--- src/rtl/crc_rc_pkg.sv ---
// Shared types and constants for the CRC-32 framed record checker.
// No dependencies.
package crc_rc_pkg;

  localparam int unsigned HDR_BYTES = 16;
  localparam int unsigned MAGIC_BYTES = 8;
  localparam int unsigned LEN_END = 12;
  localparam logic [31:0] CRC_POLY = 32'hEDB8_8320;
  localparam logic [31:0] CRC_INIT = 32'hFFFF_FFFF;
  localparam int unsigned LEN_W = 13;
  localparam logic [LEN_W-1:0] LIMIT_RESET = 13'd4096;

  // One result word as it leaves the checker.
  typedef struct packed {
    logic [7:0]       payload_byte;
    logic             payload_valid;
    logic             verdict_ready;
    logic             record_status;
    logic [LEN_W-1:0] payload_length;
  } res_t;

  // Expected byte of the 8-byte ASCII magic tag at a given place.
  function automatic logic [7:0] magic_byte(input logic [2:0] idx);
    logic [7:0] b;
    unique case (idx)
      3'd0: b = 8'h34;
      3'd1: b = 8'h56;
      3'd2: b = 8'h52;
      3'd3: b = 8'h53;
      3'd4: b = 8'h4E;
      3'd5: b = 8'h45;
      3'd6: b = 8'h54;
      3'd7: b = 8'h31;
      default: b = 8'h00;
    endcase
    return b;
  endfunction

endpackage

--- src/rtl/crc_rc_crc_step.sv ---
// Byte-wide reflected CRC-32 update, unrolled into combinational XOR logic.
// Depends on crc_rc_pkg.
module crc_rc_crc_step (
  input  logic [31:0] crc_i,
  input  logic [7:0]  data_i,
  output logic [31:0] crc_o
);
  import crc_rc_pkg::*;

  always_comb begin
    logic [31:0] c;
    c = crc_i ^ {24'd0, data_i};
    for (int k = 0; k < 8; k++) begin
      c = (c >> 1) ^ (c[0] ? CRC_POLY : 32'd0);
    end
    crc_o = c;
  end

endmodule

--- src/rtl/crc_rc_frame.sv ---
// Record framing state: position counter, header capture, running CRC and verdict.
// Depends on crc_rc_pkg and crc_rc_crc_step.
module crc_rc_frame #(
  parameter int unsigned MAX_LEN = 4096
) (
  input  logic                           clk_i,
  input  logic                           rst_ni,
  input  logic                           push_i,
  input  logic [7:0]                     data_byte_i,
  input  logic                           end_of_record_i,
  input  logic [crc_rc_pkg::LEN_W-1:0]   length_limit_i,
  output crc_rc_pkg::res_t               res_o
);
  import crc_rc_pkg::*;

  // Counter saturates above the last payload place, so comparisons stay exact.
  localparam int unsigned PW = $clog2(MAX_LEN + HDR_BYTES + 2);
  localparam logic [PW-1:0] POS_SAT = {PW{1'b1}};

  logic [PW-1:0] pos_q, pos_d;
  logic          magic_q, magic_d;
  logic [31:0]   len_q, len_d;
  logic [31:0]   chk_q, chk_d;
  logic [31:0]   crc_q, crc_d;
  logic [31:0]   crc_next;

  logic          in_magic, in_len, in_chk, in_body;
  logic          hdr_ok, fwd, rec_ok;
  logic [PW-1:0] pidx;
  logic [31:0]   crc_used;

  crc_rc_crc_step u_crc (
    .crc_i  (crc_q),
    .data_i (data_byte_i),
    .crc_o  (crc_next)
  );

  assign in_magic = pos_q < PW'(MAGIC_BYTES);
  assign in_len   = !in_magic && (pos_q < PW'(LEN_END));
  assign in_chk   = !in_magic && !in_len && (pos_q < PW'(HDR_BYTES));
  assign in_body  = !(pos_q < PW'(HDR_BYTES));
  assign pidx     = pos_q - PW'(HDR_BYTES);

  assign hdr_ok = magic_q && (len_q != 32'd0) && (len_q <= 32'(MAX_LEN))
                  && (len_q <= 32'(length_limit_i));
  assign fwd      = in_body && hdr_ok && (32'(pidx) < len_q);
  assign crc_used = fwd ? crc_next : crc_q;
  assign rec_ok   = end_of_record_i && in_body && hdr_ok
                    && (32'(pidx) == (len_q - 32'd1))
                    && (chk_q == ~crc_used);

  always_comb begin
    res_o.payload_byte   = fwd ? data_byte_i : 8'd0;
    res_o.payload_valid  = fwd;
    res_o.verdict_ready  = end_of_record_i;
    res_o.record_status  = end_of_record_i && !rec_ok;
    res_o.payload_length = rec_ok ? len_q[LEN_W-1:0] : '0;
  end

  always_comb begin
    pos_d   = pos_q;
    magic_d = magic_q;
    len_d   = len_q;
    chk_d   = chk_q;
    crc_d   = crc_q;
    if (push_i) begin
      if (end_of_record_i) begin
        pos_d   = '0;
        magic_d = 1'b1;
        len_d   = '0;
        chk_d   = '0;
        crc_d   = CRC_INIT;
      end else begin
        if (pos_q != POS_SAT) begin
          pos_d = pos_q + PW'(1);
        end
        if (in_magic && (data_byte_i != magic_byte(pos_q[2:0]))) begin
          magic_d = 1'b0;
        end
        if (in_len) begin
          len_d = {len_q[23:0], data_byte_i};
        end
        if (in_chk) begin
          chk_d = {chk_q[23:0], data_byte_i};
        end
        crc_d = crc_used;
      end
    end
  end

  always_ff @(posedge clk_i or negedge rst_ni) begin
    if (!rst_ni) begin
      pos_q   <= '0;
      magic_q <= 1'b1;
      len_q   <= '0;
      chk_q   <= '0;
      crc_q   <= CRC_INIT;
    end else begin
      pos_q   <= pos_d;
      magic_q <= magic_d;
      len_q   <= len_d;
      chk_q   <= chk_d;
      crc_q   <= crc_d;
    end
  end

endmodule

--- config.mk ---
export PLATFORM = sky130hd
export DESIGN_NAME = crc_rc_frame
export DESIGN_NICKNAME = d
export VERILOG_FILES = /design/src/rtl/crc_rc_pkg.sv /design/src/rtl/crc_rc_crc_step.sv /design/src/rtl/crc_rc_frame.sv
export SDC_FILE = /design/constraint.sdc
export NUM_CORES = 1
export LEC_CHECK = 0
export BUFFER_PORTS_ARGS = -buffer_cell sky130_fd_sc_hd__buf_2
export CORE_MARGIN = 5
export CORE_UTILIZATION = 45
export DETAILED_ROUTE_END_ITERATION = 8
export REMOVE_ABC_BUFFERS = 1
export SLEW_MARGIN = 10
export SYNTH_ARGS = -nofsm -noshare
export SYNTH_HDL_FRONTEND = slang
export SYNTH_SLANG_ARGS = --single-unit
--- constraint.sdc ---
create_clock -name clk_i -period 4.75 [get_ports clk_i]
set_clock_uncertainty 0.2 [all_clocks]
set_input_delay 0.2375 -clock clk_i [delete_from_list [all_inputs] [get_ports clk_i]]
set_output_delay 0.2375 -clock clk_i [all_outputs]
set_load 0.05 [all_outputs]
## After elaboration in Yosys (flattened, before gate mapping)

Memory sizes are Yosys's and may differ from the RTL's.
Cells that the tools add are included.

- Eq/ne operators: 4
- Mux-type cells: 22
- Bitwise logic cells: 10
- Multiply operators: 0
- Reductions and logical operators: 27
- $add $sub $neg: 3
- Divide/modulo/power cells: 0
- Order comparisons: 6
- Shifts and indexed selects: 0

Operators with widths:

| kind | count |
|---|---|
| $mux 32 | 14 |
| $xor 31x32->32 | 8 |
| $mux 13 | 3 |
| $eq 13x32->1 | 1 |
| $eq 32x32->1 | 1 |
| $le 32x13->1 | 1 |
| $le 32x13->1 const B | 1 |
| $lt 13x32->1 | 1 |
| $not 32->32 | 1 |
| $reduce_bool 32->1 | 1 |
| $sub 32x1->32 const B | 1 |
| $xor 32x8->32 | 1 |
| $lt 13x4->1 const B | 2 |
| $mux 8 | 3 |
| $logic_and 1x1->1 | 14 |
| $add 13x1->13 const B | 1 |
| $lt 13x5->1 const B | 1 |
| $ne 13x13->1 const B | 1 |
| $sub 13x5->13 const B | 1 |
| $ne 8x8->1 | 1 |
| $reduce_and 2->1 | 4 |
| $reduce_bool 2->1 | 4 |
| $logic_not 1->1 | 4 |
| $mux 1 | 2 |

- Output and inout port bits: 24
- Bits in registers: 110
- Memory bits (read-only): 56
- Bits in writable memories: 0
- Bits of input ports: 25
- Memories: 1
- Bits in latches: 0

Memories:

| memory | words | width | rd ports | clocked after memory_dff | wr ports | RTL line | source |
|---|---|---|---|---|---|---|---|
| (no name shown) | 8 | 7 | 1 | 0 | 0 | crc_rc_pkg.sv:25 | `unique case (idx)` |

## Depth between registers and ports, before layout

- Depth after elaboration: 23
- Mapped depth: 20
- Depth with buffers taken out: 16

## Modules after synthesis

A second synthesis with hierarchy kept.

- Cells, all modules: 826
- Area, all modules: 7927.6 µm²

Modules (own cells, without submodules):

| module | sequential area each (µm²) | area an instance (µm²) | cells an instance | instances |
|---|---|---|---|---|
| crc_rc_frame | 2793.9 | 7114.3 | 756 | 1 |
| crc_rc_crc_step | 0.0 | 813.3 | 70 | 1 |

## Least setup slack after synthesis

No wires, ideal clock.

- Path kind: flip-flop to output port
- Start point: register pos_q[7]
- End point: output port res_o[0] (netlist bit)
- Arrival: 5365 ps
- Data required time: 4313 ps
- Path slack: -1053 ps
- Cell stages (with the launch flop): 17
- Path through: dfrtp_1 > buf_2 > or4_1 > nor4_1 > xnor2_1 > ha_1 > and4_1 > a32o_1 > or3_1 > a211oi_2 > buf_4 > buf_8 > mux2i_1 > xor2_1 > nor4_4 > nand4_2 > nor4_1

RTL lines:

| what | RTL line | source |
|---|---|---|
| start, declared | crc_rc_frame.sv:20 | `logic [PW-1:0] pos_q, pos_d;` |
| start signal, assigned | crc_rc_frame.sv:99 | `pos_q <= pos_d;` |
| end, declared | crc_rc_frame.sv:12 | `output crc_rc_pkg::res_t res_o` |

==> flow_summary.json <==
{
  "outcome": "finished, violations left",
  "failed_checks": "negative setup slack",
  "cts_tree": "done",
  "layout.nets": 906,
  "clk_latency_ps": 360,
  "drc_errors": 0,
  "synth_cell_type_count": 67,
  "finalCritPeriodShare_pct": 113,
  "slew-limit-headroom_pct": 35.6,
  "netlist.area_leader.share_pct": 25.0,
  "rows": 47,
  "worstMarginPinSlew_ps": 966,
  "first_global_vias": 6325,
  "core_area_um2": 16700,
  "hold_slack_ps": 31.2,
  "grt_use_total_pct": 22.1,
  "drt-total-wl_mm": 21.6,
  "n_antenna_cell": 0,
  "cts_made_buffers": 9,
  "setup-violations-final": 14,
  "max_freq_mhz": 187,
  "num_vias": 6327,
  "power_mw": 3.02,
  "peakVddDrop_mv": 0.205,
  "n_fill_cell": 1505,
  "endpoint_kind": "output port",
  "root_buffer": "clkbuf_16",
  "fin_crit_ps": 5350,
  "rsz0062_at_grt": "true",
  "ys_ff_latch": 110,
  "cp-start-kind": "flip-flop",
  "htree_levels": 3,
  "port_buffers": 48,
  "overflow": 0,
  "synthArstFlopShare_pct": 100,
  "die_h_um": 141,
  "synth_edf_count": 0,
  "ys_seq_area_share_pct": 36.2,
  "viasPerCell": 5.89,
  "slew_violations": 0,
  "cts.sinks": 110,
  "dieArea_um2": 19900,
  "drv_cap": 0,
  "fin_ws_ps": -602,
  "grt_max_degree": 75,
  "yosysTopAreaCell": "dfrtp_1",
  "wire_per_inst_um": 20.1,
  "start_util_pct": 46.2,
  "leakage_nw": 4.08,
  "cellPowerDensity_nw_per_um2": 331,
  "cts_max_path_buffers": 2,
  "cp_max_fo": 14,
  "gp_congestion": 0.932,
  "grt_pass1_wl_mm": 34.8,
  "ios": 49,
  "hold_viol_final": 0,
  "required_ps": 4310,
  "synth_area_leaders": "dfrtp_1 25%, dfstp_2 11%, xnor2_1 8.3%, a22o_1 7.4%, xor2_1 6.2%",
  "ys.flop_type": "dfrtp_1",
  "firstDrtPassIters": 5,
  "syn_to_final_growth_pct": 18.2,
  "dp_hpwl_mm": 15.7,
  "fin_tns_setup_ps": -8040,
  "avgSynthCellArea_um2": 10.0,
  "final_antenna_net_count": 0,
  "hp-class": "in -> reg",
  "dr.first_iter.drc_count": 353,
  "die_w_um": 141,
  "clkTransAtPathRegs_ps": 80,
  "synth_area_um2": 7710,
  "grt_antenna_before_repair": 0,
  "worstSetupPathType": "reg -> out",
  "arrival_ps": 4910,
  "drive_gt1_share_pct": 24.8,
  "yosysWarnings": 0,
  "postSynthCellCount": 770
}
synth_stat cells (all sizes together) (10+ instances only):
| master | count |
|---|---|
| nor3 | 20 |
| mux2i | 33 |
| nand2 | 25 |
| a22o | 65 |
| a21oi | 21 |
| dfstp | 33 |
| o21ai | 18 |
| buf | 12 |
| ha | 32 |
| xor2 | 56 |
| o22a | 41 |
| nand3 | 16 |
| and2 | 10 |
| xnor2 | 78 |
| inv | 39 |
| dfrtp | 77 |
| clkbuf | 34 |
| nor4 | 29 |
| nor2 | 63 |
path summary, 6_finish.rpt:
path	start	endpoint	slack (ps)	cells past startpoint
worst max-delay path	pos_q[8]	res_o[8]	-600	18
worst min-delay path	data_byte_i[7]	len_q[7]	30	2
worst max register to register	pos_q[8]	crc_q[19]	600	15
worst min register to register	len_q[28]	len_q[28]	310	1
max in group asynchronous	rst_ni	crc_q[9]	2910	3
min in group asynchronous	rst_ni	pos_q[6]	340	2
logic make-up after synthesis:
logic type / after synthesis / synth area share (%)
flip-flops: 110 / 36.2
buffers and inverters: 85 / 4.87
XOR/XNOR: 137 / 17.0
AND/OR/NAND/NOR: 204 / 15.1
multiplexers: 33 / 4.28
adder cells (fa/ha/maj): 32 / 5.19
AO/OA/AOI/OAI: 169 / 17.3
power breakdown:
part / internal [mW] / switching (mW)
registers: 1.02 / 0.0697
logic: 0.473 / 0.606
clock network: 0.495 / 0.350
per-stage QoR:
step                      std cells  setup slack [ps]  util, %  cell area [µm²]
final                          1074              -602     54.6             9120
after global routing           1074              -797     54.6             9120
after CTS                      1074              -631     54.2             9050
after detailed placement       1050              -661     50.9             8500
after global placement         1050              -436     50.9             8500
after floorplan                 724             -3020        -             7480
state kept, by name, indices dropped and copies added (netlist names):
name     flops
len_q       32
pos_q       13
chk_q       32
magic_q      1
crc_q       32
worst max-delay path, cell delays in order, from the launching register on:
cell and delay [ps]:
dfrtp_1 380, or4_4 580, nor3_4 160, nand2_2 90, xnor2_2 140, ha_1 290, and4_1 220, a32o_1 260
or3_4 390, a211oi_4 180, buf_6 160, buf_12 140, mux2i_1 210, xor2_1 120, nor4_2 350, nand4_2 190
buf_12 190, nor4_2 240, buf_4 250
routing by layer:
metal  global-route usage (%)  vias up  share of wire (%)
li1                         -     2938                  -
met3                     3.69       41                5.3
met2                     34.2      190                 45
met4                     6.12        0                2.2
met5                        0        -                  0
met1                     32.1     3158                 47
layout make-up:
class                   instances  area (µm²)  area share (%)
clock buffers                  12         256            2.81
well taps                     220         275            3.02
multi-input cells             575        4690            51.5
inverters                      39         146            1.61
flip-flops and latches        110        2790            30.6
clock inverters                 4        77.6           0.851
repair buffers                114         876            9.61
what timing repair did:
action,CTS,global route
endpoints found under the hold margin,62,0
setup buffers,5,0
cloned,2,0
endpoints found under the setup margin,14,14
hold buffers,1,0
pin swaps,4,2
resized for setup,31,14
layout by cell type, fill, tap and decap left out, types with 3 or more instances in the layout:
cell type and n:
and2_1 8, xnor2_2 5, nor2_1 61, dfstp_2 33, nor4_1 11, buf_12 3, nor4_4 4, xnor2_1 71
or3_1 4, and3_1 3, ha_1 32, a21oi_1 20, nand2_1 24, buf_6 6, and4_1 3, nand4b_1 3
inv_1 39, nor3_1 16, dfrtp_1 77, clkbuf_16 9, o21ai_0 16, o22a_1 40, mux2i_2 4, nor4_2 14
a22o_1 65, nand4_1 7, nor2b_1 5, nand3_1 16, mux2i_1 29, nor3_2 3, nand3b_1 4, buf_4 69
buf_2 33, xor2_1 55
No activity file was read; power rests on OpenSTA's default activity.
